## src/hw/rtl/hbp_ram.sv

```systemverilog
// Generic single-write, single-read synchronous RAM with registered read.
// No dependencies.
`timescale 1ns / 1ps
module hbp_ram #(
    parameter int WIDTH = 8,
    parameter int DEPTH = 256
) (
    input  logic                     i_clk,
    input  logic                     i_we,
    input  logic [$clog2(DEPTH)-1:0] i_waddr,
    input  logic [WIDTH-1:0]         i_wdata,
    input  logic                     i_re,
    input  logic [$clog2(DEPTH)-1:0] i_raddr,
    output logic [WIDTH-1:0]         o_rdata
);
    logic [WIDTH-1:0] mem [DEPTH];
    logic [WIDTH-1:0] r_rdata;

    always_ff @(posedge i_clk) begin
        if (i_we) begin
            mem[i_waddr] <= i_wdata;
        end
        if (i_re) begin
            r_rdata <= mem[i_raddr];
        end
    end

    assign o_rdata = r_rdata;
endmodule

```

## config.mk

```make
export PLATFORM = sky130hd
export DESIGN_NAME = hbp_ram
export DESIGN_NICKNAME = d
export VERILOG_FILES = /design/src/hw/rtl/hbp_ram.sv
export SDC_FILE = /design/constraint.sdc
export NUM_CORES = 2
export LEC_CHECK = 0
export ABC_AREA = 1
export BUFFER_PORTS_ARGS = -buffer_cell sky130_fd_sc_hd__buf_2
export CAP_MARGIN = 20
export CORE_MARGIN = 4
export CORE_UTILIZATION = 25
export DETAILED_ROUTE_END_ITERATION = 6
export GPL_TIMING_DRIVEN = 1
export PLACE_DENSITY = 0.43
export SYNTH_ARGS = -nofsm -noshare
export SYNTH_HDL_FRONTEND = slang
export SYNTH_SLANG_ARGS = --single-unit
export TNS_END_PERCENT = 10
```

## constraint.sdc

```tcl
create_clock -name i_clk -period 3.25 [get_ports i_clk]
set_clock_uncertainty 0.2 [all_clocks]
set_input_delay 0.8125 -clock i_clk [delete_from_list [all_inputs] [get_ports i_clk]]
set_output_delay 0.8125 -clock i_clk [all_outputs]
set_load 0.01 [all_outputs]
```

Yosys cells after proc, flatten, opt, wreduce, memory -nomap -nowiden --
Memories as Yosys holds them, arrays and structs flattened. A register that Yosys moved wholly into a read port is not among the register bits. Cells that the tools add are included.
Operators by class: $add $sub $neg 0, multipliers 0, divide/modulo/power cells 0, order comparisons 0, eq/ne operators 0, shift operators 0, mux-type cells 2, bitwise gates (word level) 0, reduce and logical (&&, ||, !) cells 0
Operators with widths (number):
- 1-bit 2-to-1 mux | 2
Word-level totals: register bits 0, latch bits 0, bits in writable memories 2048, memory bits (read-only) 0, bits of input ports 27, output and inout bits 8, word-level logic and storage cells 3, memories kept 1
Memories:
- mem | depth 256, bits a word 8, read ports 1, clocked after memory_dff 1, wr ports 1, RTL line 16 | logic [WIDTH-1:0] mem [DEPTH];

Longest topological paths before layout --
word-level depth 2, mapped depth 15, mapped depth without buffers 11

Worst setup path before layout --
OpenSTA, ideal clock, no wires.
path kind input port to flip-flop, from in i_we, to mem mem[162][0], enable pin, setup time 370 ps, data arrival time 1934 ps, required time 2680 ps, setup slack 746 ps, stages 4, buffers on the path 2, cells stage by stage clkbuf_1 > nand3_1 > clkbuf_1 > nor2_1
On the way: cells in the longest elaborated chain, start to end 2
Ends and longest elaborated chain:
- start: declaration | RTL line 9 | input logic i_we,
- 1-bit 2-to-1 mux | RTL line 20 | if (i_we) begin
- 1-bit 2-to-1 mux (not written as such) | RTL line 21 | mem[i_waddr] <= i_wdata;
- end: declaration | RTL line 16
No other way between the ends.

Worst setup path after layout --
from reg r_rdata[3] (netlist: o_rdata[3]) (read register of mem), to out o_rdata[3]
RTL lines:
- start: declaration | RTL line 17 | logic [WIDTH-1:0] r_rdata;
- end: declaration | RTL line 14 | output logic [WIDTH-1:0] o_rdata
No word-level cell between the ends.

==> summary.md <==
| Metric | Value |
|---|---|
| Status | `finished, final reports clean` |
| Routability cong. | `0.8392` |
| Seq. cell area | `61,740 um^2` |
| Setup crit start kind | `register` |
| Area grow syn2layout | `20.17%` |
| Buf/Inv on CP | `1` |
| Vias in the first global route | `54,828` |
| Setup bufs post-CTS | `0` |
| Core area | `331,300 um^2` |
| Gr ovfl total | `0` |
| Die Span X | `585.8 um` |
| Fin. max-slew vios | `0` |
| Post-synthesis sequential area ratio | `73.96%` |
| HPWL Detailed | `171.9 mm` |
| Worst-margin pin slew | `0.9234 ns` |
| Post-route ant nets | `0` |
| Worst EP arrival | `1.87 ns` |
| Die height | `585.8 um` |
| R2R Path End | `o_rdata[3]$_DFFE_PP_` |
| Power per cell area | `571.1 nW/um^2` |
| Cell count after placement | `11,582` |
| Hold Crit Class | `in2reg` |
| Max FO, Critical Path | `6` |
| Buffers on Ports | `34` |
| Critical Path, Cell by Cell | `buf_2` |
| WHS Endpoint | `mem[187][2]$_DFFE_PP_` |
| IR drop worst, VDD | `0.4054 mV` |
| Die area | `343,200 um^2` |
| Distinct cells, synth | `13` |
| Root Buffer | `clkbuf_16` |
| First-pass GRT wire length | `395.5 mm` |
| Largest net degree at the start of global routing | `82` |
| CTS resizes | `0` |
| Initial antenna violation count | `19` |
| Via count | `55,551` |
| Required @ worst endpoint | `2.24 ns` |
| Final setup violation count | `0` |
| Slowest stage delay, CP | `0.76 ns` |
| Share of layout cells above drive strength 1 | `13.37%` |
| Cell Rows | `211` |
| Hold Path Origin | `i_wdata[2]` |
| Period utilization | `88.76%` |
| Clk slew on worst S/H paths | `0.06 ns` |
| CP max stage cell | `edfxtp_1` |
| Initial drt markers | `4,875` |
| WHS Path Cells | `1` |
| Global Route Usage Sum | `15.57%` |
| H-tree levels | `4` |
| Ys Warns | `0` |
| Area occupied by multi-input gates | `19,170 um^2` |
| Static Leak | `35.04 nW` |
| Post-layout util | `30.28%` |
| Num CTS Buffers | `218` |
| Clock tree buffer depth | `4` |
| Layout Cells excl Fill | `11,975` |
| Syn Inst Count | `7,003` |
| Hold_buf cts | `0` |
| Synth Cell Area | `83,480 um^2` |
| Wirelength per Cell | `22.79 um` |
| Register-to-register setup slack | `1.00 ns` |
| Vias/cell | `4.639` |
| Worst-skew pair later-pin latency | `0.88 ns` |
| Worst slew margin | `38.44%` |
| DRT Pass-1 Iters | `5` |
| Initial Utilization | `25.19%` |
| Syn_area_per_cell | `11.92 um^2` |
| RSZ-0062 raised after global routing | `no` |
| Cell family with most CP delay | `flip-flops` |
| Worst R2R Path Depth | `10` |
| Critical path endpoint category | `output port` |
| Final min period | `2.885 ns` |
| Critical path type | `reg2out` |
| Max cap viols | `0` |
| Final wirelength | `272.9 mm` |
| Final nets | `7,463` |
| Max Fclk | `346.6 MHz` |
| Reg-to-Reg Start | `mem[59][3]$_DFFE_PP_` |
| Post-Syn Nets | `7,030` |
| I/O pin total | `35` |
| CTS Sinks | `2,056` |
| Number of fill cells in the layout | `33,445` |
| CTS tree | `done` |
| Post-synthesis register bit count | `2,056` |
| Number of remaining DRC errors | `0` |
| Final Hold Viols | `0` |
-- state kept, by name (all words and copies together) (netlist names) --
| signal | count |
|---|---|
| o_rdata | 8 |
| mem | 2048 |
-- cell families after synthesis --
| kind of cell | share of synthesized area (%) |
|---|---|
| buf+inv | 3.116 |
| simple gates | 22.92 |
| flops | 73.96 |
-- cells in the final DEF (no fill, tap or decap) --
cell type,n
nand2_1,2108
edfxtp_1,2056
nand3_1,2019
buf_4,522
nor2_1,283
clkbuf_16,219
buf_12,141
clkbuf_1,49
clkinv_2,43
clkinv_1,35
inv_1,34
buf_2,21
bufinv_16,17
nand2_2,15
clkinvlp_4,11
buf_8,11
diode_2,9
inv_6,5
clkinv_4,4
inv_8,2
clkinv_8,2
inv_16,1
inv_2,1
buf_6,1
-- cell usage after synthesis --
library cell / count / area, um^2
nand2_1: 2123 / 7969
edfxtp_1: 2056 / 61740
nand3_1: 2019 / 10100
nor2_1: 283 / 1062
buf_2: 268 / 1341
clkbuf_1: 112 / 420.4
buf_4: 46 / 345.3
buf_1: 40 / 150.1
inv_1: 36 / 135.1
buf_6: 16 / 180.2
inv_2: 2 / 7.510
buf_8: 1 / 15.01
inv_4: 1 / 6.260
-- how the worst max path moves through the flow --
stage | start | slack [ns] | endpoint | cells after the start
after floorplan | i_we | 0.75 | mem[162][0]$_DFFE_PP_ | 4
after global placement | i_raddr[1] | -0.43 | o_rdata[2]$_DFFE_PP_ | 14
after detailed placement | i_raddr[1] | -0.40 | o_rdata[2]$_DFFE_PP_ | 14
after CTS | o_rdata[3]$_DFFE_PP_ | 0.31 | o_rdata[3] | 1
after global routing | o_rdata[3]$_DFFE_PP_ | 0.33 | o_rdata[3] | 1
final | o_rdata[3]$_DFFE_PP_ | 0.37 | o_rdata[3] | 1
-- where the power goes --
group	switching, mW	internal, mW
Sequential	0.0443	29.2
Clock	10.4	13.7
Combinational	2.81	1.15
-- layout make-up --
type | count | share of cell area [%]
antenna | 9 | 0.02245
clock buffer | 268 | 5.647
clock inverter | 116 | 1.039
inverter | 39 | 0.1821
multi-input combinational | 4425 | 19.11
sequential | 2056 | 61.55
tap | 4366 | 5.446
timing repair buffer | 696 | 7.001
-- layer usage --
metal | wire [um] | track usage [%]
met5 | 28 | 0
met4 | 8051 | 4.570
met3 | 12930 | 1.945
met2 | 130600 | 25.91
met1 | 121300 | 21.25
-- metrics by stage --
stage                     hold slack (ns)  instance area, um^2  worst slack (ns)  power, mW  TNS [ns]
after CTS                         0.04719               100300            0.3070      57.97         0
after detailed placement           0.8920                93580           -0.4005      33.87    -2.436
final                              0.1218               100300            0.3652      57.28         0
after global placement             0.9022                93580           -0.4334      33.88    -2.564
after floorplan                    0.7109                83480            0.7460      31.63         0
after global routing              0.07192               100300            0.3345      59.31         0
(Power assumes the default switching activity.)
