==> config.mk <==
export PLATFORM = sky130hd
export DESIGN_NAME = hbp_emit
export DESIGN_NICKNAME = d
export VERILOG_FILES = /design/src/hw/rtl/hbp_pkg.sv /design/src/hw/rtl/hbp_emit.sv
export SDC_FILE = /design/constraint.sdc
export NUM_CORES = 1
export LEC_CHECK = 0
export ABC_AREA = 1
export BUFFER_PORTS_ARGS = -buffer_cell sky130_fd_sc_hd__buf_2
export CAP_MARGIN = 0
export CELL_PAD_IN_SITES_DETAIL_PLACEMENT = 1
export CELL_PAD_IN_SITES_GLOBAL_PLACEMENT = 1
export CORE_MARGIN = 2
export CORE_UTILIZATION = 39
export CTS_CLUSTER_SIZE = 20
export DETAILED_ROUTE_END_ITERATION = 7
export PLACE_DENSITY_LB_ADDON = 0.1
export SETUP_SLACK_MARGIN = 0.2
export SLEW_MARGIN = 15
export SYNTH_ARGS = -nofsm -noshare
export SYNTH_HDL_FRONTEND = slang
export SYNTH_SLANG_ARGS = --single-unit
==> constraint.sdc <==
create_clock -name i_clk -period 2.6 [get_ports i_clk]
set_input_delay 0.13 -clock i_clk [delete_from_list [all_inputs] [get_ports i_clk]]
set_output_delay 0.13 -clock i_clk [all_outputs]
set_load 0.01 [all_outputs]
==> src/hw/rtl/hbp_pkg.sv <==
// Shared types, constants and helper functions for the Huffman bit packer.
// No dependencies; imported by every other file of the block except hbp_ram.
`timescale 1ns / 1ps
package hbp_pkg;

    localparam int BYTE_BITS    = 8;
    localparam int CODE_W       = 32;
    localparam int LEN_W        = 6;
    localparam int CMD_W        = 2;
    localparam int SYM_W        = 8;
    localparam int PAD_W        = 3;
    localparam int BYTES_PER_JOB = 4;
    localparam int JOB_W        = BYTES_PER_JOB * BYTE_BITS;
    localparam int CNT_W        = 3;
    localparam int PEND_W       = BYTE_BITS - 1;
    localparam int MERGE_W      = CODE_W + BYTE_BITS;

    localparam int SYMBOLS_DEF      = 256;
    localparam int MAX_CODE_LEN_DEF = 32;

    localparam int S_TDATA_W = 48;
    localparam int M_TDATA_W = 16;

    localparam logic [CMD_W-1:0] CMD_LOAD   = 2'd0;
    localparam logic [CMD_W-1:0] CMD_ENCODE = 2'd1;
    localparam logic [CMD_W-1:0] CMD_FLUSH  = 2'd2;

    typedef struct packed {
        logic [JOB_W-1:0] data;
        logic [CNT_W-1:0] cnt;
        logic             byte_valid;
        logic [PAD_W-1:0] pad;
    } t_job;

    function automatic logic [CODE_W-1:0] bit_rev(input logic [CODE_W-1:0] v);
        logic [CODE_W-1:0] r;
        for (int i = 0; i < CODE_W; i++) begin
            r[CODE_W-1-i] = v[i];
        end
        return r;
    endfunction

endpackage

==> src/hw/rtl/hbp_emit.sv <==
// Output serializer: holds one job and sends its bytes one beat at a time.
// Depends on hbp_pkg.
`timescale 1ns / 1ps
module hbp_emit (
    input  logic                        i_clk,
    input  logic                        i_rst_n,
    input  logic                        i_load,
    input  hbp_pkg::t_job               i_job,
    output logic                        o_ready,
    output logic                        o_m_tvalid,
    input  logic                        i_m_tready,
    output logic [hbp_pkg::M_TDATA_W-1:0] o_m_tdata,
    output logic                        o_m_tuser,
    output logic                        o_m_tlast
);
    import hbp_pkg::*;

    logic             r_valid;
    logic [JOB_W-1:0] r_data;
    logic [CNT_W-1:0] r_left;
    logic             r_bvalid;
    logic [PAD_W-1:0] r_pad;
    logic             w_beat;
    logic             w_done;

    assign w_beat  = r_valid && i_m_tready;
    assign w_done  = w_beat && (r_left == CNT_W'(1));
    assign o_ready = !r_valid || w_done;

    always_ff @(posedge i_clk) begin
        if (!i_rst_n) begin
            r_valid <= 1'b0;
            r_left  <= '0;
        end else if (i_load) begin
            r_valid <= 1'b1;
            r_left  <= i_job.cnt;
        end else if (w_beat) begin
            r_valid <= !w_done;
            r_left  <= r_left - CNT_W'(1);
        end
    end

    always_ff @(posedge i_clk) begin
        if (i_load) begin
            r_data   <= i_job.data;
            r_bvalid <= i_job.byte_valid;
            r_pad    <= i_job.pad;
        end else if (w_beat) begin
            r_data   <= {r_data[JOB_W-BYTE_BITS-1:0], {BYTE_BITS{1'b0}}};
        end
    end

    assign o_m_tvalid = r_valid;
    assign o_m_tdata  = {{(M_TDATA_W-PAD_W-BYTE_BITS){1'b0}}, r_pad,
                         r_data[JOB_W-1 -: BYTE_BITS]};
    assign o_m_tuser  = r_bvalid;
    assign o_m_tlast  = (r_left == CNT_W'(1));
endmodule

Word level (Yosys, flattened, before mapping)
Cells that the tools add are included.
{"block": "word_totals", "reg_bits": 40, "input_bits": 43, "out_inout_bits": 20, "word_cells": 19}
{"block": "classes", "add_sub_neg": 1, "eq_ne": 1, "muxes": 6, "reduce_logical": 6}
{"cell": "32-bit 2-to-1 mux", "count": 2}
{"cell": "3-bit 2-to-1 mux", "count": 2}
{"cell": "3-bit by 1-bit == test with 1-bit output (second input constant)", "count": 1}
{"cell": "3-bit by 1-bit subtractor with 3-bit output (second input constant)", "count": 1}
{"cell": "1-bit logical AND", "count": 2}
{"cell": "1-bit zero test", "count": 2}
{"cell": "1-bit 2-to-1 mux", "count": 2}
{"cell": "2-bit nonzero test", "count": 1}
{"cell": "1-bit logical OR", "count": 1}

Logic depth before layout (Yosys ltp)
{"block": "logic_depth", "word_depth": 5, "mapped_depth": 8, "depth_no_buf": 8}

Worst setup path after synthesis
Ideal clock, no wire load.
{"block": "synth_path", "path_type": "register -> register", "start": "reg r_valid (netlist: o_m_tvalid)", "end": "reg r_data[0], enable pin", "arrival_ns": 1.253, "t_required_ns": 2.209, "slack_ns": 0.956, "path_stages_with_launch": 3, "path_buffers": 0, "synth_period_minus_slack_ns": 1.644, "path_cell_list": "dfxtp_1 > nand2_1 > nand2_1"}
{"block": "synth_via", "elab_chain_cells": 2}
{"item": "from (decl)", "line": "hbp_emit.sv:18", "text": "logic r_valid;"}
{"item": "from (signal assigned)", "line": "hbp_emit.sv:38", "text": "r_valid <= !w_done;"}
{"item": "1-bit logical AND", "line": "hbp_emit.sv:26", "text": "assign w_beat = r_valid && i_m_tready;"}
{"item": "2-bit nonzero test (no source line)"}
{"item": "to (signal assigned)", "line": "hbp_emit.sv:45", "text": "r_data <= i_job.data;"}
{"item": "to (signal assigned)", "line": "hbp_emit.sv:49", "text": "r_data <= {r_data[JOB_W-BYTE_BITS-1:0], {BYTE_BITS{1'b0}}};"}
{"item": "to (decl)", "line": "hbp_emit.sv:19", "text": "logic [JOB_W-1:0] r_data;"}
No other way between the ends.
A chain may end at the register's enable or synchronous reset.

Worst setup path in the final report
{"block": "layout_path", "start": "reg r_left[1]", "end": "out o_ready"}
{"block": "layout_via", "elab_chain_cells": 3}
{"item": "from (decl)", "line": "hbp_emit.sv:20", "text": "logic [CNT_W-1:0] r_left;"}
{"item": "from (signal assigned)", "line": "hbp_emit.sv:36", "text": "r_left <= i_job.cnt;"}
{"item": "from (signal assigned)", "line": "hbp_emit.sv:39", "text": "r_left <= r_left - CNT_W'(1);"}
{"item": "3-bit by 1-bit == test with 1-bit output", "line": "hbp_emit.sv:27", "text": "assign w_done = w_beat && (r_left == CNT_W'(1));"}
{"item": "1-bit logical AND", "line": "hbp_emit.sv:27"}
{"item": "1-bit logical OR", "line": "hbp_emit.sv:28", "text": "assign o_ready = !r_valid || w_done;"}
{"item": "to (decl)", "line": "hbp_emit.sv:9", "text": "output logic o_ready,"}
No other way between the ends.

==> flow_summary.ini <==
[pwr]
pwr-share-comb_pct = 11.5
clkPwrFrac_pct = 34.5
powerDensity_nw_per_um2 = 663.3
p_sw_w = 0.0003276
p_int_w = 0.001117
swShare_pct = 22.67
peakVddDrop_uv = 465.3
seqPwrFrac_pct = 54.1
leakage_nw = 1.101

[critical_path]
worstReg2RegStart = o_m_tvalid
cp_top_family = flip-flops
crit_type = register to output pin
critPathMaxStageDelay_ns = 0.32
start_kind = register
crit_arrival_ns = 1.30
required_ns = 2.47
startpoint = r_left[1]
cp_max_fo = 2
path_cells = inv_1, ha_1, nand2_1, o21ai_0, buf_2
crit_path_end_kind = output pin
slowest_stage = dfxtp_1
path_buf_inv = 2

[global_route]
grt_usage_pct = 15.76
antenna_found_initial = 0
grt_pass1_vias = 1388
gr-total-overflow = 0
grt_max_degree = 40
grt_pass1_wl_um = 6085

[sta]
slew_violations = 0
tns_ns = 0
final-hold-violation-count = 0
finalCritPeriodShare_pct = 54.88
rsz0062_at_grt = false
period_needed_ns = 1.427
skew_ns = 0.004667
fmax_mhz = 700.9
setup_viol = 0

[detailed_routing]
drc_errors = 0
first_pass_iters = 3
ant_nets = 0
vias_per_cell = 4.483
num_vias = 1291
wl_um = 3723
routedWlPerCell_um = 12.93
drt_iter0_markers = 52

[finish]
layout_commonest_cell = nand2_1
area_growth_pct = 19.82
drive_gt1_share_pct = 29.24
final_cells = 288
layout.nets = 280
final_cell_mix = nand2_1 (89), buf_2 (57), edfxtp_1 (36)
diodes = 0

[logic_synthesis]
ys_ff_latch = 40
seq_area_frac_synth_pct = 63.87
netlist_area_um2 = 1818
syn_avg_cell_area_um2 = 9.989
syn_inst = 182
yosys_warnings = 0
synth_area_leaders = edfxtp_1 (59%), nand2_1 (18%), buf_4 (5.4%)
synth.top_cell.area_share_pct = 59.46
synth_top_area_cell = edfxtp_1
synth_cell_type_count = 17

[clock_network]
cts_resized = 0
cts_tree = done
cts_sinks = 40
cts_buffer_depth = 2
numCtsBuffers = 5
htree_levels = 2
root_buffer = clkbuf_8
insertion_delay_ns = 0.30
path_clk_slew_ns = 0.07

[status]
status = finished, final reports clean

[placed_design]
place_hpwl_um = 2692
globalplace.congestion = 0.6545
port_buffers = 57
place_inst = 277

[floorplanning]
core_um2 = 4414
die_w_um = 72.28
io_pins = 63
die_height_um = 72.28
die_area_um2 = 5224
rows = 24
start_util_pct = 41.18

[flow_run]
max_cap_violations = 0

[min_path]
min_path_type = input pin to register
min_from = i_job[2]
==> power by group through the flow <==
stage | logic, W | registers, W | clock network, W
2_1_floorplan | 0.000112 | 0.000797 | 0
5_1_grt | 0.000191 | 0.000786 | 0.000537
4_1_cts | 0.000168 | 0.000782 | 0.000510
3_5_place_dp | 0.000166 | 0.000796 | 0
6_report | 0.000166 | 0.000781 | 0.000498
3_3_place_gp | 0.000153 | 0.000793 | 0
==> path summary, 6_finish.rpt <==
path / to / slack [ns] / depth (start not counted)
min reg2reg: r_data[21] / 0.51 / 2
min: r_pad[2] / 0.01 / 1
max: o_ready / 1.17 / 5
max reg2reg: r_data[20] / 1.30 / 3
==> per-stage QoR <==
step	setup slack [ns]	instance area, um2	hold slack (ns)	utilization, %	total power [W]
2_1_floorplan	0.9563	1833	0.2289	-	0.0009089
3_3_place_gp	1.354	2041	0.3082	46.23	0.0009464
3_5_place_dp	1.296	2041	0.3095	46.23	0.0009620
4_1_cts	1.161	2158	0.0006790	48.89	0.001460
5_1_grt	1.057	2178	0.004630	49.35	0.001514
6_report	1.173	2178	0.01361	49.35	0.001445
==> Yosys cell counts <==
| master | instances |
|---|---|
| nor3_2 | 1 |
| buf_4 | 13 |
| conb_1 | 1 |
| nand3_1 | 1 |
| o21ai_1 | 1 |
| a21oi_1 | 2 |
| o21ai_0 | 3 |
| nand3_2 | 1 |
| inv_4 | 1 |
| dfxtp_1 | 4 |
| buf_6 | 4 |
| buf_2 | 3 |
| inv_1 | 14 |
| edfxtp_1 | 36 |
| nor2_1 | 6 |
| ha_1 | 2 |
| nand2_1 | 89 |
==> state kept, by name, indices dropped and copies added, names as in the netlist <==
name        cells
r_left          3
r_data         32
r_pad           3
o_m_tuser       1
o_m_tvalid      1
==> metal layers <==
metal / global-route usage [%] / wire length [um]
met2: 29.36 / 2112
met4: 6.080 / 52
met5: 0 / 0
met3: 5.139 / 206
met1: 16.20 / 1352
==> kinds of logic after synthesis <==
logic type,Yosys count,share of synthesized area [%]
other,1,0.2063
and+or+nand+nor,98,20.99
AOI/OAI and AO/OA,6,1.651
adders and majority gates,2,1.376
DFF,40,63.87
buffers and inverters,35,11.91
==> final cells by class <==
type	instances	area (um2)
fillers	519	2236
flip-flops and latches	40	1161
clock inverters	2	35.03
clock buffers	6	72.57
multi-input cells	111	455.4
well taps	52	65.06
inverters	15	58.81
repair buffers	62	330.3
==> what timing repair did <==
item	in CTS	in global routing
hold endpoints to repair	1	2
setup endpoints to repair	0	0
buffers inserted	0	0
hold buffers	1	2
Note: power is estimated with default switching activity, not from simulation.
