[config.mk]
export PLATFORM = sky130hd
export DESIGN_NAME = hbp_merge
export DESIGN_NICKNAME = d
export VERILOG_FILES = /design/src/hw/rtl/hbp_pkg.sv /design/src/hw/rtl/hbp_merge.sv
export SDC_FILE = /design/constraint.sdc
export NUM_CORES = 1
export LEC_CHECK = 0
export BUFFER_PORTS_ARGS = -buffer_cell sky130_fd_sc_hd__buf_2
export CORE_MARGIN = 5
export CORE_UTILIZATION = 30
export DETAILED_ROUTE_END_ITERATION = 16
export REMOVE_ABC_BUFFERS = 1
export SLEW_MARGIN = 20
export SYNTH_ARGS = -nofsm -noshare
export SYNTH_HDL_FRONTEND = slang
export SYNTH_SLANG_ARGS = --single-unit
[constraint.sdc]
create_clock -name i_clk -period 2.55 [get_ports i_clk]
set_clock_uncertainty 0.15 [all_clocks]
set_input_delay 0.3825 -clock i_clk [delete_from_list [all_inputs] [get_ports i_clk]]
set_output_delay 0.3825 -clock i_clk [all_outputs]
set_load 0.02 [all_outputs]
[src/hw/rtl/hbp_pkg.sv]
// Shared types, constants and helper functions for the Huffman bit packer.
// No dependencies; imported by every other file of the block except hbp_ram.
`timescale 1ns / 1ps
package hbp_pkg;

    localparam int BYTE_BITS    = 8;
    localparam int CODE_W       = 32;
    localparam int LEN_W        = 6;
    localparam int CMD_W        = 2;
    localparam int SYM_W        = 8;
    localparam int PAD_W        = 3;
    localparam int BYTES_PER_JOB = 4;
    localparam int JOB_W        = BYTES_PER_JOB * BYTE_BITS;
    localparam int CNT_W        = 3;
    localparam int PEND_W       = BYTE_BITS - 1;
    localparam int MERGE_W      = CODE_W + BYTE_BITS;

    localparam int SYMBOLS_DEF      = 256;
    localparam int MAX_CODE_LEN_DEF = 32;

    localparam int S_TDATA_W = 48;
    localparam int M_TDATA_W = 16;

    localparam logic [CMD_W-1:0] CMD_LOAD   = 2'd0;
    localparam logic [CMD_W-1:0] CMD_ENCODE = 2'd1;
    localparam logic [CMD_W-1:0] CMD_FLUSH  = 2'd2;

    typedef struct packed {
        logic [JOB_W-1:0] data;
        logic [CNT_W-1:0] cnt;
        logic             byte_valid;
        logic [PAD_W-1:0] pad;
    } t_job;

    function automatic logic [CODE_W-1:0] bit_rev(input logic [CODE_W-1:0] v);
        logic [CODE_W-1:0] r;
        for (int i = 0; i < CODE_W; i++) begin
            r[CODE_W-1-i] = v[i];
        end
        return r;
    endfunction

endpackage

[src/hw/rtl/hbp_merge.sv]
// Bit merge stage: joins looked-up code bits to the pending bit buffer and
// forms a job of up to four bytes. Depends on hbp_pkg.
`timescale 1ns / 1ps
module hbp_merge (
    input  logic                        i_clk,
    input  logic                        i_rst_n,
    input  logic                        i_advance,
    input  logic                        i_flush,
    input  logic [hbp_pkg::CODE_W-1:0]  i_code,
    input  logic [hbp_pkg::LEN_W-1:0]   i_len,
    output hbp_pkg::t_job               o_job
);
    import hbp_pkg::*;

    logic [PEND_W-1:0]  r_pend;
    logic [CNT_W-1:0]   r_pcnt;
    logic [PEND_W-1:0]  n_pend;
    logic [CNT_W-1:0]   n_pcnt;
    logic [CODE_W:0]    w_ones;
    logic [CODE_W-1:0]  w_mask;
    logic [MERGE_W-1:0] w_code_al;
    logic [MERGE_W-1:0] w_merged;
    logic [LEN_W-1:0]   w_total;
    logic [CNT_W-1:0]   w_nb;
    logic [PEND_W-1:0]  w_rest;

    assign w_ones    = '1;
    assign w_mask    = CODE_W'(~(w_ones << i_len));
    assign w_code_al = {bit_rev(i_code & w_mask), {BYTE_BITS{1'b0}}};
    assign w_merged  = {r_pend, {(MERGE_W-PEND_W){1'b0}}} | (w_code_al >> r_pcnt);
    assign w_total   = LEN_W'(r_pcnt) + i_len;
    assign w_nb      = w_total[LEN_W-1:3];

    always_comb begin
        case (w_nb)
            3'd0:    w_rest = w_merged[MERGE_W-1 -: PEND_W];
            3'd1:    w_rest = w_merged[MERGE_W-1-BYTE_BITS -: PEND_W];
            3'd2:    w_rest = w_merged[MERGE_W-1-2*BYTE_BITS -: PEND_W];
            3'd3:    w_rest = w_merged[MERGE_W-1-3*BYTE_BITS -: PEND_W];
            default: w_rest = w_merged[MERGE_W-1-4*BYTE_BITS -: PEND_W];
        endcase
    end

    always_comb begin
        if (i_flush) begin
            o_job.data       = {r_pend, 1'b0, {(JOB_W-BYTE_BITS){1'b0}}};
            o_job.cnt        = CNT_W'(1);
            o_job.byte_valid = (r_pcnt != '0);
            o_job.pad        = (r_pcnt != '0) ? PAD_W'(BYTE_BITS - int'(r_pcnt)) : '0;
            n_pend           = '0;
            n_pcnt           = '0;
        end else begin
            o_job.data       = w_merged[MERGE_W-1 -: JOB_W];
            o_job.cnt        = w_nb;
            o_job.byte_valid = 1'b1;
            o_job.pad        = '0;
            n_pend           = w_rest;
            n_pcnt           = w_total[2:0];
        end
    end

    always_ff @(posedge i_clk) begin
        if (!i_rst_n) begin
            r_pend <= '0;
            r_pcnt <= '0;
        end else if (i_advance) begin
            r_pend <= n_pend;
            r_pcnt <= n_pcnt;
        end
    end
endmodule

# Word level (Yosys, flattened, before mapping)
# Index checks and enable logic that the tools add are counted.
# word_totals
register_bits	10
latchBits	0
mem_bits_rw	0
romBits	0
input_bits	42
out_inout_bits	39
word_cells	19
mem_count	0
# classes
n_addsub	2
multipliers	0
n_div	0
magnitude_cmp	0
n_eq_ne	3
n_shift	2
muxes	5
bitwise	3
reduce_logical	2
# ops
operator	n
40-bit OR	1
40-bit by 3-bit right shift with 40-bit output	1
39-bit two-way mux	1
33-bit by 6-bit << shifter with 32-bit output (first input constant)	1
32-bit AND	1
32-bit NOT	1
7-bit one-hot mux with 4 select lines	1
7-bit two-way mux	1
3-bit by 6-bit adder with 6-bit output	1
3-bit by 2-bit equality test with 1-bit output (second input constant)	2
3-bit two-way mux	2
3-bit by 1-bit equality test with 1-bit output (second input constant)	1
3-bit zero test	1
3-bit nonzero test	1
1-bit by 3-bit subtractor with 3-bit output (first input constant)	1

# Logic depth before layout (Yosys ltp)
# Gate-level depths: netlist of the first run.
# depth
word_depth	7
depth_mapped	12
depth_no_buf	10

# Least setup slack after synthesis of the first run
# OpenSTA, ideal clock, no wires.
# synth_path
kind	register to register
startpoint	reg r_pcnt[1]
endpoint	reg r_pend[0]
setup_time_ps	122
arrival_ps	2503
required_time_ps	2278
slack_ps	-225
stages_incl_launch_ff	10
n_path_buf	1
period_less_slack_ps	2775
path_cell_list	dfxtp_1 > clkinv_1 > clkbuf_1 > fa_1 > nor2b_1 > o21ai_0 > xor2_1 > or3_1 > o221ai_1 > o311a_1
# synth_via
elab_chain_cells	4
elab_cells_between_ends	9
classes_between	add/sub (1); eq/ne (3); shift (1); mux (2); bitwise (1); reduce/logical (1)
# synth_lines
item	line	text
from (decl)	hbp_merge.sv:16	logic [CNT_W-1:0] r_pcnt;
from (signal assigned)	hbp_merge.sv:68	r_pcnt <= n_pcnt;
3-bit by 6-bit adder with 6-bit output or 40-bit by 3-bit right shift with 40-bit output (tied branches)	hbp_merge.sv:31, hbp_merge.sv:30	
3-bit by 2-bit equality test with 1-bit output, or another cell as far along	hbp_merge.sv:35	case (w_nb)
7-bit one-hot mux with 4 select lines *	hbp_merge.sv:35	
7-bit two-way mux *	hbp_merge.sv:45	if (i_flush) begin
to (signal assigned)	hbp_merge.sv:67	r_pend <= n_pend;
to (decl)	hbp_merge.sv:15	logic [PEND_W-1:0] r_pend;
# Every way passes the cells marked *; elsewhere a longest branch is shown, timed or not.
# A chain may end at the register's enable or synchronous reset.

==> results of run 1 <==
-- synth_stat cells (5+ instances only) --
master / count / area (sq um)
a211o_1: 5 / 43.8
a211oi_1: 12 / 90.1
a21oi_1: 23 / 115
a31oi_1: 8 / 50.1
and2_1: 7 / 43.8
buf_2: 18 / 90.1
clkbuf_1: 25 / 93.8
dfxtp_1: 10 / 200
ha_1: 5 / 62.6
inv_1: 17 / 63.8
mux2_2: 7 / 78.8
mux2i_1: 18 / 180
nand2_1: 38 / 143
nand2b_1: 5 / 31.3
nand3_1: 8 / 40.0
nor2_1: 56 / 210
nor2b_1: 7 / 43.8
nor3_1: 14 / 70.1
o211a_1: 5 / 50.1
o211ai_1: 8 / 60.1
o21ai_0: 26 / 130
o21ai_1: 5 / 25.0
o22a_1: 8 / 70.1
o22ai_1: 15 / 93.8
o31ai_1: 6 / 45.0
-- registers in the layout (all words and copies together) (netlist names) --
register	count
r_pcnt	3
r_pend	7
-- report_power, final --
| part | internal (mW) | switching, mW | total, mW | leakage, nW |
|---|---|---|---|---|
| logic | 0.672 | 0.697 | 1.37 | 2.50 |
| registers | 0.163 | 0.00628 | 0.169 | 0.0824 |
| clock network | 0.103 | 0.0582 | 0.161 | 0.0216 |
-- placed cells by master, fill, tap and decap left out, types with 5 or more instances in the layout --
| cell type | instances |
|---|---|
| o22a_1 | 8 |
| a31oi_1 | 7 |
| buf_4 | 169 |
| buf_8 | 7 |
| or3_4 | 5 |
| inv_1 | 14 |
| a211oi_1 | 5 |
| a211o_1 | 5 |
| o21ai_1 | 7 |
| mux2i_4 | 5 |
| and2_1 | 6 |
| o211ai_1 | 8 |
| o22ai_1 | 11 |
| o21ai_2 | 12 |
| nor2_2 | 6 |
| a21oi_1 | 16 |
| nor2_4 | 7 |
| o211a_1 | 5 |
| mux2i_1 | 9 |
| buf_2 | 52 |
| buf_12 | 10 |
| o21ai_0 | 9 |
| nor2_1 | 43 |
| nor3_1 | 7 |
| buf_6 | 24 |
| nand2_1 | 36 |
| dfxtp_1 | 8 |
| nor3_2 | 5 |
| nand3_1 | 5 |
| a21oi_2 | 7 |
-- timing repair --
item / CTS / global route
gates cloned: 2 / 2
gates resized for setup: 111 / 155
buffers inserted: 32 / 34
pin swaps: 26 / 60
hold endpoints to repair: 0 / 0
endpoints found under the setup margin: 40 / 42
-- worst max path at each step --
stage	to	slack (ns)	cells after the start
2_1_floorplan	r_pend[0]$_SDFFE_PN0P_	-1.38	8
3_3_place_gp	o_job[28]	-0.36	9
3_5_place_dp	o_job[28]	-0.33	9
4_1_cts	o_job[32]	-0.18	8
5_1_grt	o_job[32]	-0.28	8
6_report	o_job[32]	-0.21	8
-- layout make-up --
class | instances | area (sq um)
Clock buffer | 3 | 41.3
Fill cell | 818 | 3680
Sequential cell | 10 | 205
Inverter | 18 | 71.3
Multi-Input combinational cell | 373 | 3270
Timing Repair Buffer | 264 | 2150
Tap cell | 133 | 166
-- metal layers --
| layer | vias to the layer above | GRT usage (%) |
|---|---|---|
| met3 | 82 | 2.63 |
| met2 | 298 | 43.4 |
| met5 | - | 0 |
| met4 | 0 | 8.66 |
| li1 | 2140 | - |
| met1 | 2272 | 33.6 |
-- critical path: cells and delay by family, from the launching register on --
family / cells / cell delay, ns
AO/OA/AOI/OAI: 4 / 0.81
buffers and inverters: 2 / 0.28
flip-flops: 1 / 0.37
AND/OR/NAND/NOR: 2 / 0.53
-- cell families (layout without fill, tap and decap cells) --
group | after synthesis | in the layout | synth area share, %
muxes | 25 | 25 | 8.92
buffers and inverters | 63 | 285 | 9.18
xor gates and xnor gates | 4 | 4 | 1.21
AOI/OAI and AO/OA | 176 | 176 | 44.0
adders and majority gates | 6 | 6 | 2.84
DFF | 10 | 10 | 6.89
and+or+nand+nor | 161 | 162 | 26.9
-- per-stage QoR --
stage	cells	util (%)	setup TNS [ns]	cell area (sq um)	power, mW
after detailed placement	731	44.0	-7.05	4220	1.09
after global routing	801	61.6	-4.87	5910	1.78
after floorplan	400	-	-36.88	2710	0.608
after CTS	768	51.3	-1.77	4920	1.41
after global placement	731	44.0	-7.14	4220	1.09
final	801	61.6	-2.61	5910	1.70
==> out/metrics.cfg, run 1 <==
[flow_run]
cap_violations=0

[worst_setup_path]
path_cells=buf_8, or3_4, o22a_1, and3_4, a221oi_2, o211ai_1, a21boi_4, buf_6
cp_max_fo=5
required_ns=2.02
path_class=register to output port
worstSetupStartpointType=register
ff2ff_setup_slack_ns=-0.09
worst_r2r_path_depth=12
crit_arrival_ns=2.23
startpoint=r_pcnt[0]$_SDFFE_PN0P_
cp-end-kind=output port
slowest_stage=dfxtp_4
cpPeakStageDelay_ns=0.37
r2r-start=r_pcnt[0]$_SDFFE_PN0P_
regToRegEndpoint=r_pend[1]$_SDFFE_PN0P_

[synthesis]
ys_types=73
synth_edf_count=0
ys_seq_area_share_pct=6.89
async_flop_share_pct=0
ys_warn_count=0
synth.cell_area_sq_mm=0.00290
synth_ff_type=dfxtp_1
netlist_instances=445
syn_avg_cell_area_sq_um=6.53
synth_seq_cells=10

[clock_network]
hold_buffers=0
clockBufferDepth=2
tritoncts=built
clkSinkCount=10
cts-root-buf=clkbuf_8
cts_max_level=1
numCtsBuffers=3
clock_insertion_delay_worst_skew_ns=0.23
cts.reportedPaths.clkPinSlew_ns=0.04

[min_path]
min_from=i_rst_n
hold-path-endpoint=r_pend[4]$_SDFFE_PN0P_
hold_depth=3
worstHoldPathType=input pin to register

[die]
dieArea_sq_mm=0.0117
ios=81
die_h_microns=108
die_w_microns=108
start_util_pct=30.3
core_sq_mm=0.00959
rows=36

[drt]
viasPerCell=5.98
avgRoutedWirePerCell_microns=20.9
wl_met2_microns=7850
vias=4792
drc_errors=0
wl_microns=16700
ant_nets=0
drt_iter0_markers=530
wl_met1_microns=6650
wl_met3_microns=1350
dr.pass1.iters=6
routed.top_layer=met4

[timing]
fin_crit_sh_pct=108
timing.hold.ws_ns=0.327
layout_setup_ws_ns=-0.215
setup_violations=32
tightest_slew_ns=0.589
fmax_mhz=362
hold_viol=0
rsz0062_at_grt=yes
finalMaxSlewViolations=0
min_period_ns=2.76
slew_headroom_pct=60.6

[final_layout]
num_antenna_cells=0
nets=718
area_growth_syn_to_layout_pct=104
drive_above_1_share_pct=61.4

[power_and_ir_drop]
peakVddDrop_v=0.000140
p_per_area_mw_per_mm2=287
p_leak_nw=2.60

[global_route]
grt_pass1_vias=4425
grt_max_degree=41
track_usage_pct=25.5
grt_pass1_wl_microns=23500
antenna_found_initial=0
overflow=0

[status]
status=finished, violations left
violations=setup timing

[placement]
place_ws_ns=-0.326
hpwlAfterDp_microns=11100
portBuffers=80
gp_congestion=0.945

(Power assumes the default switching activity.)
==> run 2, diff against run 1 <==
Settings changed: CORE_UTILIZATION 30 to 35.
==> out/metrics.cfg, run 2 (same netlist as run 1, synthesis figures left out) <==
[timing]
min_period_ns=2.76
setup_violations=27
hold_viol=0
slew_headroom_pct=57.2
fmax_mhz=362
fin_crit_sh_pct=108
layout_setup_ws_ns=-0.210
rsz0062_at_grt=yes
finalMaxSlewViolations=0
tns_ns=-2.79
tightest_slew_ns=0.639

[clock_network]
numCtsBuffers=3
cts_max_level=1
tritoncts=built
cts-root-buf=clkbuf_8
hold_buffers=0
clock_insertion_delay_worst_skew_ns=0.24
cts.reportedPaths.clkPinSlew_ns=0.06
clkSinkCount=10
clockBufferDepth=2

[placement]
hpwlAfterDp_microns=11200
portBuffers=80
gp_congestion=0.964
place_ws_ns=-0.331
place_inst=699

[global_route]
grt_pass1_wl_microns=24000
track_usage_pct=29.7
grt_pass1_vias=4417
antenna_found_initial=0
overflow=0
grt_max_degree=41

[final_layout]
num_antenna_cells=0
fin_util_pct=66.2
regMostFlops=r_pend
final_cells=745
area_growth_syn_to_layout_pct=85.5
largest_register_ffs=7
fill_cells=709
drive_above_1_share_pct=56.3
mostFrequentLayoutCells=151 x buf_4, 49 x buf_2, 46 x nor2_1
reg_top3=r_pend (7), r_pcnt (3)
final_common_cell=buf_4
nets=689
regArea_sq_um=201
multi_input_area_sq_mm=0.00306

[power_and_ir_drop]
p_leak_nw=2.42
clockPowerShare_pct=13.6
power_mw=1.61
peakVddDrop_v=0.000270
combPwrFrac_pct=76.0
p_int_uw=881
p_per_area_mw_per_mm2=298
power.switching_uw=726
swShare_pct=45.2
pwr-share-seq_pct=10.4

[die]
rows=33
dieArea_sq_mm=0.0102
core_sq_mm=0.00813
start_util_pct=35.7
ios=81
die_h_microns=101
die_w_microns=101

[drt]
drc_errors=0
ant_nets=0
wl_microns=15700
dr.pass1.iters=7
avgRoutedWirePerCell_microns=21.1
viasPerCell=6.19
drt_iter0_markers=444
vias=4613

[worst_setup_path]
crit_arrival_ns=2.23
worstSetupStartpointType=input pin
path_class=input pin to output port
cp_max_fo=8
required_ns=2.02
cp-end-kind=output port

[status]
status=finished, violations left
violations=setup timing

[min_path]
worstHoldPathType=input pin to register

[flow_run]
cap_violations=0

[run 2: worst max-delay path, cell delays in order]
cell and delay, ns:
buf_8 0.10, buf_4 0.15, buf_6 0.14, or4_4 0.47
nand3_2 0.10, o22a_1 0.23, mux2i_2 0.12, buf_4 0.15
a21oi_2 0.18, nor2_1 0.05, buf_2 0.15
[run 2: metrics by stage]
| stage | area (sq um) | hold slack [ns] |
|---|---|---|
| after global routing | 5390 | 0.352 |
| after CTS | 5030 | 0.332 |
| final | 5390 | 0.336 |
| after detailed placement | 4130 | 0.458 |
| after floorplan | 2710 | 0.349 |
| after global placement | 4130 | 0.438 |
[run 2: final cells by class]
| class | count | area share, % |
|---|---|---|
| Sequential cell | 10 | 3.74 |
| Tap cell | 105 | 2.44 |
| Clock buffer | 4 | 1.02 |
| Timing Repair Buffer | 235 | 34.5 |
| Inverter | 18 | 1.49 |
| Multi-Input combinational cell | 373 | 56.8 |
[run 2: final timing paths]
kind | end | slack [ns] | depth (start not counted) | startpoint
worst max-delay path | o_job[20] | -0.21 | 11 | i_len[1]
worst max register to register | r_pend[4]$_SDFFE_PN0P_ | 0.05 | 10 | r_pcnt[0]$_SDFFE_PN0P_
worst min-delay path | r_pcnt[2]$_SDFFE_PN0P_ | 0.34 | 2 | i_rst_n
worst min register to register | r_pend[2]$_SDFFE_PN0P_ | 0.48 | 3 | r_pend[2]$_SDFFE_PN0P_
[run 2: layer usage]
| layer | vias up | part of all wire (%) | global-route usage (%) |
|---|---|---|---|
| met4 | 0 | 3.3 | 9.51 |
| met3 | 44 | 8.9 | 3.18 |
| met1 | 2209 | 41 | 40.7 |
| met2 | 272 | 47 | 48.5 |
| li1 | 2088 | - | - |
| met5 | - | 0 | 0 |
[run 2: timing repair]
item | 4_1_cts | 5_1_grt
pin swaps | 44 | 29
gates resized for setup | 151 | 67
setup buffers | 29 | 16
setup endpoints to repair | 43 | 42
gates cloned | 2 | 0
[run 2: power by group through the flow]
stage	logic (mW)	clock network, mW	registers (mW)
after floorplan	0.422	0	0.186
final	1.22	0.219	0.167
after CTS	1.11	0.213	0.166
after detailed placement	0.911	0	0.170
after global placement	0.914	0	0.169
after global routing	1.29	0.227	0.167
==> run 3, diff against run 2 <==
Settings changed: ABC_AREA from default to 1, CAP_MARGIN from default to 20, REMOVE_ABC_BUFFERS 1 to default.
==> out/metrics.cfg, run 3 <==
[status]
status=complete, no violations

[synthesis]
syn_nets=583
netlist_instances=535
synth.area.top_cells=nand3_1 28%, nand2_1 24%, dfxtp_1 7.5%
async_flop_share_pct=0
synth.largest_area_cell=nand3_1
synth_ff_type=dfxtp_1
ys_warn_count=0
synth_top_area_share_pct=28.5
syn_avg_cell_area_sq_um=4.97
ys_types=34
yosysMostFrequentCell=nand2_1
synth_common_cells=170 x nand2_1, 151 x nand3_1, 39 x nor2_1
synth.cell_area_sq_mm=0.00266
ys_seq_area_share_pct=7.54
synth_seq_cells=10
synth_edf_count=0

[worst_setup_path]
regToRegEndpoint=r_pend[6]$_SDFFE_PN0P_
cp_max_fo=36
path_cells=buf_12, clkinv_1, buf_12, nand3_1, nand3_1, nand2_1, o21ai_1, inv_1, nor2_1, buf_2
cp_num_buf_inv=5
cp_top_family=buffers and inverters
crit_arrival_ns=1.91
required_ns=2.02
path_class=register to output port
cpPeakStageDelay_ns=0.36
slowest_stage=dfxtp_4
ff2ff_setup_slack_ns=0.20
worstSetupStartpointType=register
worst_r2r_path_depth=16
cp-end-kind=output port
r2r-start=r_pcnt[0]$_SDFFE_PN0P_

[min_path]
hold-path-endpoint=r_pend[4]$_SDFFE_PN0P_
hold_depth=2
worstHoldPathType=register to register
min_from=r_pend[4]$_SDFFE_PN0P_

[final_layout]
fill_cells=808
regMostFlops=r_pend
nets=666
final_cells=716
reg_top3=r_pend (7), r_pcnt (3)
num_antenna_cells=0
largest_register_ffs=7
mostFrequentLayoutCells=167 x nand2_1, 149 x nand3_1, 77 x buf_2
fin_util_pct=47.0
design_area_sq_mm=0.00345
area_growth_syn_to_layout_pct=29.8
drive_above_1_share_pct=22.7
final_common_cell=nand2_1

[global_route]
grt_pass1_vias=3569
track_usage_pct=22.9
grt_max_degree=40
overflow=0
grt_pass1_wl_microns=18100
antenna_found_initial=0

[timing]
finalMaxSlewViolations=0
fmax_mhz=409
hold_viol=0
timing.hold.ws_ns=0.315
min_period_ns=2.45
tns_ns=0
layout_setup_ws_ns=0.103
rsz0062_at_grt=yes
setup_violations=0
tightest_slew_ns=0.426
slew_headroom_pct=71.6
fin_crit_sh_pct=96.0

[placement]
place_inst=709
portBuffers=80
dpl_cell_area_sq_mm=0.00326
hpwlAfterDp_microns=8940
place_ws_ns=-0.0689
gp_congestion=0.938

[die]
ios=81
die_w_microns=97.1
core_sq_mm=0.00733
start_util_pct=36.2
die_h_microns=97.1
rows=31
dieArea_sq_mm=0.00943

[clock_network]
numCtsBuffers=3
clockBufferDepth=2
clkSinkCount=10
clock_insertion_delay_worst_skew_ns=0.24
tritoncts=built
cts_max_level=1
cts-root-buf=clkbuf_8
cts.reportedPaths.clkPinSlew_ns=0.06

[drt]
ant_nets=0
vias=3908
drc_errors=0
wl_microns=11200
viasPerCell=5.46
avgRoutedWirePerCell_microns=15.7
drt_iter0_markers=389
dr.pass1.iters=6

[power_and_ir_drop]
p_per_area_mw_per_mm2=318
power_mw=1.10
peakVddDrop_v=0.000242
p_leak_nw=1.79

[flow_run]
cap_violations=0

run 3: changes by cell type after synthesis, moves of 14 or more:
cell,delta
inv_1,+17
mux2i_1,-18
nand2_1,+132
nand3_1,+143
nor2_1,-17
o21ai_0,-14
o22ai_1,-15
run 3: kinds of logic (layout without fill, tap and decap cells):
| logic type | after synthesis | count (layout) | synth area share, % |
|---|---|---|---|
| flops | 10 | 10 | 7.54 |
| buf+inv | 72 | 154 | 11.3 |
| simple gates | 384 | 384 | 64.5 |
| fa+ha+maj | 6 | 6 | 3.11 |
| xor+xnor | 1 | 1 | 0.613 |
| compound gates | 62 | 62 | 12.9 |
run 3: repair_timing:
action / 4_1_cts / 5_1_grt
gates resized for setup: 4 / 25
gates cloned: 0 / 1
pin swaps: 0 / 3
endpoints found under the setup margin: 17 / 33
buffers inserted: 0 / 2
hold buffers: 0 / 0
run 3: worst reg2reg max path, cell delays in order (launching register included):
cell and delay [ns]:
dfxtp_4 0.37, ha_4 0.13, inv_1 0.05, fa_1 0.37, inv_2 0.06, nand2_1 0.05
nand2_2 0.07, nand2_1 0.07, nand2_2 0.08, nand2_4 0.07, inv_1 0.14, nand3_2 0.12
inv_2 0.12, nand3_1 0.10, nand4_1 0.15, nand2_1 0.07, a21oi_1 0.12
run 3: layout make-up:
class                      count  area, sq um  area share (%)
sequential                    10          204            5.92
clock buffer                   4         55.1            1.60
tap                           99          124            3.59
timing repair buffer         110          692            20.1
inverter                      40          151            4.39
multi-input combinational    453         2220            64.4
run 3: worst max path at each step:
stage,endpoint,start,slack (ns),cells after the start
3_3_place_gp,r_pend[4]$_SDFFE_PN0P_,i_len[0],0.02,16
6_report,o_job[27],r_pcnt[0]$_SDFFE_PN0P_,0.10,10
3_5_place_dp,r_pend[6]$_SDFFE_PN0P_,i_len[0],-0.07,17
4_1_cts,o_job[5],r_pcnt[0]$_SDFFE_PN0P_,-0.002,12
2_1_floorplan,r_pend[2]$_SDFFE_PN0P_,r_pcnt[1]$_SDFFE_PN0P_,0.02,16
5_1_grt,o_job[5],r_pcnt[0]$_SDFFE_PN0P_,-0.01,12
run 3: report_power, final:
| group | internal, mW | leakage, nW | switching (mW) |
|---|---|---|---|
| clock network | 0.137 | 0.0288 | 0.0729 |
| logic | 0.245 | 1.67 | 0.476 |
| registers | 0.162 | 0.0821 | 0.00526 |
| total | 0.544 | 1.79 | 0.554 |
run 3: metal layers:
| metal | vias up | wire [microns] | global-route usage (%) |
|---|---|---|---|
| met3 | 18 | 1020 | 3.23 |
| met4 | 0 | 223 | 5.40 |
| met1 | 1706 | 4800 | 31.1 |
| li1 | 1967 | - | - |
| met2 | 217 | 5160 | 38.1 |
| met5 | - | 0 | 0 |
